### src/rtl/clcd_pkg.sv
package clcd_pkg;

  localparam int unsigned PHASE_W = 4;

  localparam logic [PHASE_W-1:0] PH_IDLE      = 4'd0;
  localparam logic [PHASE_W-1:0] PH_POWER     = 4'd1;
  localparam logic [PHASE_W-1:0] PH_EH_INIT   = 4'd2;
  localparam logic [PHASE_W-1:0] PH_REC_INIT  = 4'd3;
  localparam logic [PHASE_W-1:0] PH_INIT_WAIT = 4'd4;
  localparam logic [PHASE_W-1:0] PH_EH_HI     = 4'd5;
  localparam logic [PHASE_W-1:0] PH_REC_HI    = 4'd6;
  localparam logic [PHASE_W-1:0] PH_EH_LO     = 4'd7;
  localparam logic [PHASE_W-1:0] PH_REC_LO    = 4'd8;
  localparam logic [PHASE_W-1:0] PH_SETTLE    = 4'd9;

  localparam logic [1:0] KIND_TICK = 2'd0;
  localparam logic [1:0] KIND_CMD  = 2'd1;
  localparam logic [1:0] KIND_DATA = 2'd2;
  localparam logic [1:0] KIND_INIT = 2'd3;

  localparam logic [2:0] REG_ENABLE_HIGH    = 3'd0;
  localparam logic [2:0] REG_PULSE_RECOVERY = 3'd1;
  localparam logic [2:0] REG_SHORT_SETTLE   = 3'd2;
  localparam logic [2:0] REG_LONG_SETTLE    = 3'd3;
  localparam logic [2:0] REG_POWER_ON       = 3'd4;
  localparam logic [2:0] REG_INIT_LONG      = 3'd5;
  localparam logic [2:0] REG_INIT_SHORT     = 3'd6;

  localparam logic [3:0] IDX_CMD_FIRST = 4'd4;
  localparam logic [3:0] IDX_CMD_LAST  = 4'd7;
  localparam logic [3:0] IDX_SINGLE    = 4'd8;

  localparam logic [7:0] CMD_CLEAR = 8'h01;
  localparam logic [7:0] CMD_HOME  = 8'h02;

  typedef struct packed {
    logic [7:0]  enable_high;
    logic [15:0] pulse_recovery;
    logic [15:0] short_settle;
    logic [15:0] long_settle;
    logic [15:0] power_on;
    logic [15:0] init_long;
    logic [15:0] init_short;
  } timing_cfg_t;

  function automatic logic [3:0] init_nibble(input logic [1:0] idx);
    logic [3:0] nib;
    case (idx)
      2'd3:    nib = 4'h2;
      default: nib = 4'h3;
    endcase
    return nib;
  endfunction

  function automatic logic [7:0] init_cmd(input logic [1:0] idx);
    logic [7:0] cmd;
    case (idx)
      2'd0:    cmd = 8'h28;
      2'd1:    cmd = 8'h0C;
      2'd2:    cmd = 8'h06;
      default: cmd = 8'h01;
    endcase
    return cmd;
  endfunction

endpackage

### src/rtl/char_lcd_nibble_write_sequencer_unit.sv
// Channel  | Ports                                   | Direction
// ---------+-----------------------------------------+----------
// input    | in_valid, in_stall, in_kind, in_byte_value | in
// result   | out_valid, out_stall, out_enable_line ... out_finished | out
// config   | cfg_we, cfg_index, cfg_data             | in
//
// Every input beat produces one result beat, registered in the cycle after it is accepted.
// One beat is taken per cycle while input is not stalled; the only loop is the phase and wait counter
// update, which finishes within the accepting cycle.
// A result register sits on the output; input is stalled only while that
// register holds a beat that the output side is stalling.
// Reset is synchronous and active low; it restores the default timings.
module char_lcd_nibble_write_sequencer_unit #(
  parameter int unsigned COUNT_WIDTH = 16
) (
  input  logic        clk,
  input  logic        rst_n,
  input  logic        in_valid,
  output logic        in_stall,
  input  logic [1:0]  in_kind,
  input  logic [7:0]  in_byte_value,
  output logic        out_valid,
  input  logic        out_stall,
  output logic        out_enable_line,
  output logic        out_select_line,
  output logic [3:0]  out_bus_nibble,
  output logic        out_busy_res,
  output logic        out_rejected,
  output logic        out_finished,
  input  logic        cfg_we,
  input  logic [2:0]  cfg_index,
  input  logic [15:0] cfg_data
);

  clcd_pkg::timing_cfg_t cfg_r;

  logic [clcd_pkg::PHASE_W-1:0] phase_r, phase_nxt;
  logic [COUNT_WIDTH-1:0]       count_r, count_nxt, count_inc, limit;
  logic [7:0]                   pend_r, pend_nxt;
  logic                         sel_r, sel_nxt;
  logic [3:0]                   idx_r, idx_nxt, idx_inc;
  logic [3:0]                   nib_r, nib_nxt;
  logic                         rej, fin, accept;

  logic       out_valid_r;
  logic       en_r, busy_r, rej_r, fin_r;

  assign in_stall = out_valid_r & out_stall;
  assign accept   = in_valid & ~in_stall;

  clcd_limit #(.COUNT_WIDTH(COUNT_WIDTH)) u_limit (
    .cfg          (cfg_r),
    .phase        (phase_r),
    .init_index   (idx_r),
    .select_level (sel_r),
    .pending_byte (pend_r),
    .limit        (limit)
  );

  always_comb begin
    phase_nxt = phase_r;
    count_nxt = count_r;
    pend_nxt  = pend_r;
    sel_nxt   = sel_r;
    idx_nxt   = idx_r;
    nib_nxt   = nib_r;
    rej       = 1'b0;
    fin       = 1'b0;
    idx_inc   = idx_r + 4'd1;
    count_inc = (count_r < limit) ? count_r + {{(COUNT_WIDTH-1){1'b0}}, 1'b1} : count_r;
    if (in_kind == clcd_pkg::KIND_TICK) begin
      if (phase_r != clcd_pkg::PH_IDLE) begin
        count_nxt = count_inc;
        if (count_inc >= limit) begin
          count_nxt = '0;
          case (phase_r)
            clcd_pkg::PH_POWER: begin
              nib_nxt   = clcd_pkg::init_nibble(idx_r[1:0]);
              phase_nxt = clcd_pkg::PH_EH_INIT;
            end
            clcd_pkg::PH_EH_INIT:  phase_nxt = clcd_pkg::PH_REC_INIT;
            clcd_pkg::PH_REC_INIT: phase_nxt = clcd_pkg::PH_INIT_WAIT;
            clcd_pkg::PH_INIT_WAIT: begin
              if (idx_inc < clcd_pkg::IDX_CMD_FIRST) begin
                idx_nxt   = idx_inc;
                nib_nxt   = clcd_pkg::init_nibble(idx_inc[1:0]);
                phase_nxt = clcd_pkg::PH_EH_INIT;
              end else begin
                idx_nxt   = clcd_pkg::IDX_CMD_FIRST;
                pend_nxt  = clcd_pkg::init_cmd(2'd0);
                nib_nxt   = pend_nxt[7:4];
                phase_nxt = clcd_pkg::PH_EH_HI;
              end
            end
            clcd_pkg::PH_EH_HI: phase_nxt = clcd_pkg::PH_REC_HI;
            clcd_pkg::PH_REC_HI: begin
              nib_nxt   = pend_r[3:0];
              phase_nxt = clcd_pkg::PH_EH_LO;
            end
            clcd_pkg::PH_EH_LO:  phase_nxt = clcd_pkg::PH_REC_LO;
            clcd_pkg::PH_REC_LO: phase_nxt = clcd_pkg::PH_SETTLE;
            default: begin
              if (idx_r >= clcd_pkg::IDX_CMD_FIRST && idx_r < clcd_pkg::IDX_CMD_LAST) begin
                idx_nxt   = idx_inc;
                pend_nxt  = clcd_pkg::init_cmd(idx_inc[1:0]);
                nib_nxt   = pend_nxt[7:4];
                phase_nxt = clcd_pkg::PH_EH_HI;
              end else begin
                idx_nxt   = 4'd0;
                phase_nxt = clcd_pkg::PH_IDLE;
                fin       = 1'b1;
              end
            end
          endcase
        end
      end
    end else if (phase_r != clcd_pkg::PH_IDLE) begin
      rej = 1'b1;
    end else if (in_kind == clcd_pkg::KIND_INIT) begin
      sel_nxt   = 1'b0;
      idx_nxt   = 4'd0;
      count_nxt = '0;
      phase_nxt = clcd_pkg::PH_POWER;
    end else begin
      sel_nxt   = (in_kind == clcd_pkg::KIND_DATA);
      idx_nxt   = clcd_pkg::IDX_SINGLE;
      pend_nxt  = in_byte_value;
      nib_nxt   = in_byte_value[7:4];
      count_nxt = '0;
      phase_nxt = clcd_pkg::PH_EH_HI;
    end
  end

  always_ff @(posedge clk) begin
    if (!rst_n) begin
      cfg_r.enable_high    <= 8'd1;
      cfg_r.pulse_recovery <= 16'd100;
      cfg_r.short_settle   <= 16'd50;
      cfg_r.long_settle    <= 16'd2000;
      cfg_r.power_on       <= 16'd20000;
      cfg_r.init_long      <= 16'd5000;
      cfg_r.init_short     <= 16'd200;
    end else if (cfg_we) begin
      case (cfg_index)
        clcd_pkg::REG_ENABLE_HIGH:    cfg_r.enable_high    <= cfg_data[7:0];
        clcd_pkg::REG_PULSE_RECOVERY: cfg_r.pulse_recovery <= cfg_data;
        clcd_pkg::REG_SHORT_SETTLE:   cfg_r.short_settle   <= cfg_data;
        clcd_pkg::REG_LONG_SETTLE:    cfg_r.long_settle    <= cfg_data;
        clcd_pkg::REG_POWER_ON:       cfg_r.power_on       <= cfg_data;
        clcd_pkg::REG_INIT_LONG:      cfg_r.init_long      <= cfg_data;
        clcd_pkg::REG_INIT_SHORT:     cfg_r.init_short     <= cfg_data;
        default: ;
      endcase
    end
  end

  always_ff @(posedge clk) begin
    if (!rst_n) begin
      phase_r     <= clcd_pkg::PH_IDLE;
      count_r     <= '0;
      pend_r      <= 8'd0;
      sel_r       <= 1'b0;
      idx_r       <= 4'd0;
      nib_r       <= 4'd0;
      out_valid_r <= 1'b0;
    end else begin
      if (accept) begin
        phase_r <= phase_nxt;
        count_r <= count_nxt;
        pend_r  <= pend_nxt;
        sel_r   <= sel_nxt;
        idx_r   <= idx_nxt;
        nib_r   <= nib_nxt;
      end
      if (accept) begin
        out_valid_r <= 1'b1;
      end else if (!out_stall) begin
        out_valid_r <= 1'b0;
      end
    end
  end

  always_ff @(posedge clk) begin
    if (accept) begin
      en_r   <= (phase_nxt == clcd_pkg::PH_EH_INIT || phase_nxt == clcd_pkg::PH_EH_HI ||
                 phase_nxt == clcd_pkg::PH_EH_LO);
      busy_r <= (phase_nxt != clcd_pkg::PH_IDLE);
      rej_r  <= rej;
      fin_r  <= fin;
    end
  end

  assign out_valid       = out_valid_r;
  assign out_enable_line = en_r;
  assign out_select_line = sel_r;
  assign out_bus_nibble  = nib_r;
  assign out_busy_res    = busy_r;
  assign out_rejected    = rej_r;
  assign out_finished    = fin_r;

endmodule

### src/rtl/clcd_limit.sv
module clcd_limit #(
  parameter int unsigned COUNT_WIDTH = 16
) (
  input  clcd_pkg::timing_cfg_t         cfg,
  input  logic [clcd_pkg::PHASE_W-1:0]  phase,
  input  logic [3:0]                    init_index,
  input  logic                          select_level,
  input  logic [7:0]                    pending_byte,
  output logic [COUNT_WIDTH-1:0]        limit
);

  localparam logic [32:0] TOP = (33'd1 << COUNT_WIDTH) - 33'd1;

  logic [15:0] raw;
  logic [32:0] wide;

  always_comb begin
    case (phase)
      clcd_pkg::PH_POWER: raw = cfg.power_on;
      clcd_pkg::PH_EH_INIT, clcd_pkg::PH_EH_HI, clcd_pkg::PH_EH_LO: begin
        raw = {8'd0, cfg.enable_high};
      end
      clcd_pkg::PH_REC_INIT, clcd_pkg::PH_REC_HI, clcd_pkg::PH_REC_LO: begin
        raw = cfg.pulse_recovery;
      end
      clcd_pkg::PH_INIT_WAIT: begin
        raw = (init_index == 4'd0) ? cfg.init_long : cfg.init_short;
      end
      default: begin
        if (!select_level && (pending_byte == clcd_pkg::CMD_CLEAR ||
                              pending_byte == clcd_pkg::CMD_HOME)) begin
          raw = cfg.long_settle;
        end else begin
          raw = cfg.short_settle;
        end
      end
    endcase
    wide = {17'd0, raw};
    if (wide > TOP) wide = TOP;
    if (wide == 33'd0) wide = 33'd1;
    limit = wide[COUNT_WIDTH-1:0];
  end

endmodule
### config.mk
export PLATFORM = sky130hd
export DESIGN_NAME = char_lcd_nibble_write_sequencer_unit
export DESIGN_NICKNAME = d
export VERILOG_FILES = /design/src/rtl/clcd_pkg.sv /design/src/rtl/char_lcd_nibble_write_sequencer_unit.sv /design/src/rtl/clcd_limit.sv
export SDC_FILE = /design/constraint.sdc
export NUM_CORES = 1
export LEC_CHECK = 0
export BUFFER_PORTS_ARGS = -buffer_cell sky130_fd_sc_hd__buf_2
export CORE_MARGIN = 1.5
export CORE_UTILIZATION = 55
export DETAILED_ROUTE_END_ITERATION = 8
export GPL_TIMING_DRIVEN = 0
export PLACE_DENSITY = 0.78
export SLEW_MARGIN = 40
export SYNTH_ARGS = -nofsm -noshare
export SYNTH_HDL_FRONTEND = slang
export SYNTH_SLANG_ARGS = --single-unit
### constraint.sdc
create_clock -name clk -period 6.4 [get_ports clk]
set_clock_uncertainty 0.2 [all_clocks]
set_input_delay 0.64 -clock clk [delete_from_list [all_inputs] [get_ports clk]]
set_output_delay 0.64 -clock clk [all_outputs]
set_load 0.005 [all_outputs]
==> summary.txt <==
Status
  – Status: finished, violations left
  – Violated checks: negative setup slack

Worst setup path
  – Flop2flop setup slack: -0.02 ns
  – Worst Path Required: 6.57 ns
  – Crit path largest cell delay: 0.51 ns
  – Worst Setup End Kind: flip-flop
  – Worst Path Class, Setup: flip-flop to flip-flop
  – CP max FO: 7
  – Worst reg2reg path startpoint: idx_r[1]$_SDFFE_PN0P_
  – FF-to-FF End: count_r[5]$_SDFFE_PN0P_
  – Worst endpoint data arrival time: 6.60 ns
  – CP dominant cell by count: buf_4
  – Crit start category: flip-flop
  – R2R depth: 35
  – Slowest CP cell: or4_4

CTS
  – Clock buffer count from CTS: 17
  – CTS tree: built
  – Clk buf depth: 2
  – Root buf cell: clkbuf_16
  – # clock sinks: 146
  – Htree depth: 4
  – Clk slew on worst S/H paths: 0.07 ns
  – Clk_lat worst skew: 0.44 ns

Hold path
  – Hold Startpoint: cfg_r[1]$_SDFFE_PN0P_
  – Hold Path Depth: 2
  – Worst min-delay path class: flip-flop to flip-flop
  – Hold Path Sink: cfg_r[1]$_SDFFE_PN0P_

Synth
  – Post-synth ARST share: 0%
  – Synth cell types: 71
  – Register bit count reported by yosys: 146
  – Synthesized area per cell: 7.623 µm²
  – Cell Area, Synth: 8469 µm²
  – Post-synth top area share: 33.56%
  – Ranking of synthesized cells by area: dfxtp_1 (34%), nand2_1 (12%), a21oi_1 (7.0%), ha_1 (5.8%), mux2i_1 (3.4%)
  – Area leader, netlist: dfxtp_1
  – Warnings from Yosys: 0
  – Synth Flop Type: dfxtp_1
  – Register area share after synthesis: 34.98%
  – Syn Nets: 1184
  – EDFF count, synth: 4
  – Gate Count Post-Synth: 1111

Pwr
  – Leak: 4.281 nW
  – Peak supply drop: 0.2128 mV
  – Power after layout: 0.002572 W
  – PD cells: 240.5 nW/µm²

Route
  – DR DRC count: 0
  – Vias: 9295
  – Drt pass-1 iters: 6
  – DRT Wirelength: 29440 µm
  – Post-DRT Antenna Nets: 0
  – DR iter-0 viols: 1378
  – Routed vias/inst: 6.482
  – DR WL/cell: 20.53 µm

Finish
  – Layout area overhead: 26.27%
  – Layout cells sized above 1: 21.35%
  – Nets: 1306
  – Filler cells: 1138
  – Ant diodes: 0
  – Final core occ: 70.61%

Placement
  – Port Buffers: 44
  – Hpwl dp: 18940 µm
  – Placer Congestion: 0.8948

Timing
  – Final Setup Violations: 1
  – Setup_tns: -0.02469 ns
  – Final Hold Vio Count: 0
  – PnR worst setup slack: -0.02469 ns
  – Final Max Slew Viols: 0
  – Worst-margin pin slew: 0.7728 ns
  – Crit path time final: 6.425 ns
  – Final worst-path cycle share: 100.4%
  – Relative slew slack: 48.08%
  – Max frequency: 155.6 MHz

Floorplanning
  – DIE AREA: 16150 µm²
  – Chip width: 127.1 µm
  – FP Rows: 45
  – Io pins: 45
  – Die height: 127.1 µm
  – Core area: 15150 µm²
  – Initial Utilization: 55.92%

GRT
  – Vias in the first global route: 8191
  – All-layer global routing usage: 34.58%
  – Total gr overflow: 0
  – First-pass GRT wire length: 43680 µm
  – Initial antenna violation count: 0
  – Pin count of the biggest net entering global routing: 20

Run
  – Max-cap violation count: 0
[logic make-up after synthesis]
kind of cell               after synthesis  share of synthesized area, %
DFF                                    146                         34.98
adders and majority gates               40                         5.880
xor gates and xnor gates                19                         1.965
and+or+nand+nor                        490                         26.39
buffers and inverters                   91                         4.388
AOI/OAI and AO/OA                      283                         21.24
muxes                                   42                         5.156
[synthesized netlist by cell type, drive strengths merged (6+ instances only)]
library cell and instances:
nor3b 8, a31oi 10, xor2 9, or4 6, nor2 67, a21oi 119
xnor2 10, a221oi 13, mux2i 29, a22oi 7, nand2b 11, nand4 12
clkbuf 54, inv 14, dfxtp 142, o21ai 36, mux2 13, and3 13
a21o 8, nand2 266, nor3 23, buf 21, ha 39, o22a 6
o21bai 7, o22ai 20, or3 8, nand3 46, a211oi 6, nor2b 9
[per-stage QoR]
step | setup slack, ns | hold slack (ns) | cell area, µm² | cells
after floorplan | 0.05756 | 0.2317 | 8469 | 1111
after global placement | -2.054 | 0.2387 | 8925 | 1343
after detailed placement | -1.894 | 0.2458 | 8936 | 1343
after CTS | 0.002119 | 0.2485 | 9968 | 1399
after global routing | -0.1540 | 0.2564 | 10690 | 1434
final | -0.02469 | 0.2546 | 10690 | 1434
[worst max-delay path: cells and delay by family (launching register included)]
kind,cells,cell delay (ns)
AO/OA/AOI/OAI,4,0.76
adder cells (fa/ha/maj),2,0.48
buffers and inverters,20,2.65
flip-flops,1,0.37
multiplexers,1,0.19
AND/OR/NAND/NOR,8,1.69
[what timing repair did]
item	4_1_cts	5_1_grt
resized for setup	70	123
hold buffers	0	0
pin swaps	7	27
endpoints found under the hold margin	0	0
setup buffers	27	35
cloned	0	2
endpoints found under the setup margin	39	39
[worst max-delay path by stage]
stage | endpoint | startpoint | depth (start not counted)
2_1_floorplan | pend_r[3]$_SDFFE_PN0P_ | idx_r[0]$_SDFFE_PN0P_ | 31
3_3_place_gp | count_r[7]$_SDFFE_PN0P_ | phase_r[2]$_SDFFE_PN0P_ | 28
6_report | count_r[5]$_SDFFE_PN0P_ | idx_r[1]$_SDFFE_PN0P_ | 35
5_1_grt | count_r[3]$_SDFFE_PN0P_ | idx_r[1]$_SDFFE_PN0P_ | 30
4_1_cts | out_enable_line$_DFFE_PP_ | idx_r[1]$_SDFFE_PN0P_ | 28
3_5_place_dp | pend_r[1]$_SDFFE_PN0P_ | phase_r[2]$_SDFFE_PN0P_ | 28
[per-layer routing]
layer	share of wire (%)	routed length [µm]	global-route usage, %	up-vias
met4	5.4	1583	15.11	0
li1	-	-	-	4210
met3	10	3027	7.161	149
met1	39	11370	44.90	4317
met2	46	13470	55.85	619
met5	0	0	0	-
[cell usage in the layout (no fill, tap or decap), types with 9 or more instances in the layout]
| cell | count |
|---|---|
| mux2i_1 | 24 |
| o22ai_1 | 10 |
| nor2_1 | 62 |
| nor3_1 | 19 |
| o21ai_0 | 28 |
| mux2_2 | 13 |
| buf_4 | 63 |
| buf_6 | 12 |
| nand3_1 | 44 |
| a221oi_1 | 9 |
| nand4_1 | 12 |
| inv_1 | 12 |
| xor2_1 | 9 |
| a21oi_1 | 115 |
| nand2_1 | 266 |
| nand2b_1 | 11 |
| and3_1 | 13 |
| ha_1 | 33 |
| buf_2 | 47 |
| clkbuf_1 | 34 |
| dfxtp_1 | 138 |
| clkbuf_16 | 19 |
[state kept, by name, indices dropped and copies added, names as in the netlist]
register and cells:
out_enable_line 1, phase_r 4, out_valid 1, out_busy_res 1
idx_r 4, out_bus_nibble 4, cfg_r 104, count_r 16
out_select_line 1, out_finished 1, pend_r 8, out_rejected 1
[power by group]
group          total [W]  internal [W]  switching, W  leakage (nW)
clock           0.000995      0.000547      0.000448         0.268
sequential      0.000960      0.000940     0.0000207          1.19
combinational   0.000616      0.000259      0.000358          2.82
total            0.00257       0.00175      0.000827          4.28
[final cells by class]
class                   count  area [µm²]  share of cell area [%]
repair buffers            108       752.0                   7.032
well taps                 188       235.2                   2.200
clock buffers              18       429.2                   4.013
clock inverters            14       143.9                   1.346
plain buffers              70       449.2                   4.200
multi-input cells         874        5648                   52.81
inverters                  16       63.81                  0.5967
flip-flops and latches    146        2973                   27.80
No activity file was read; power rests on OpenSTA's default activity.
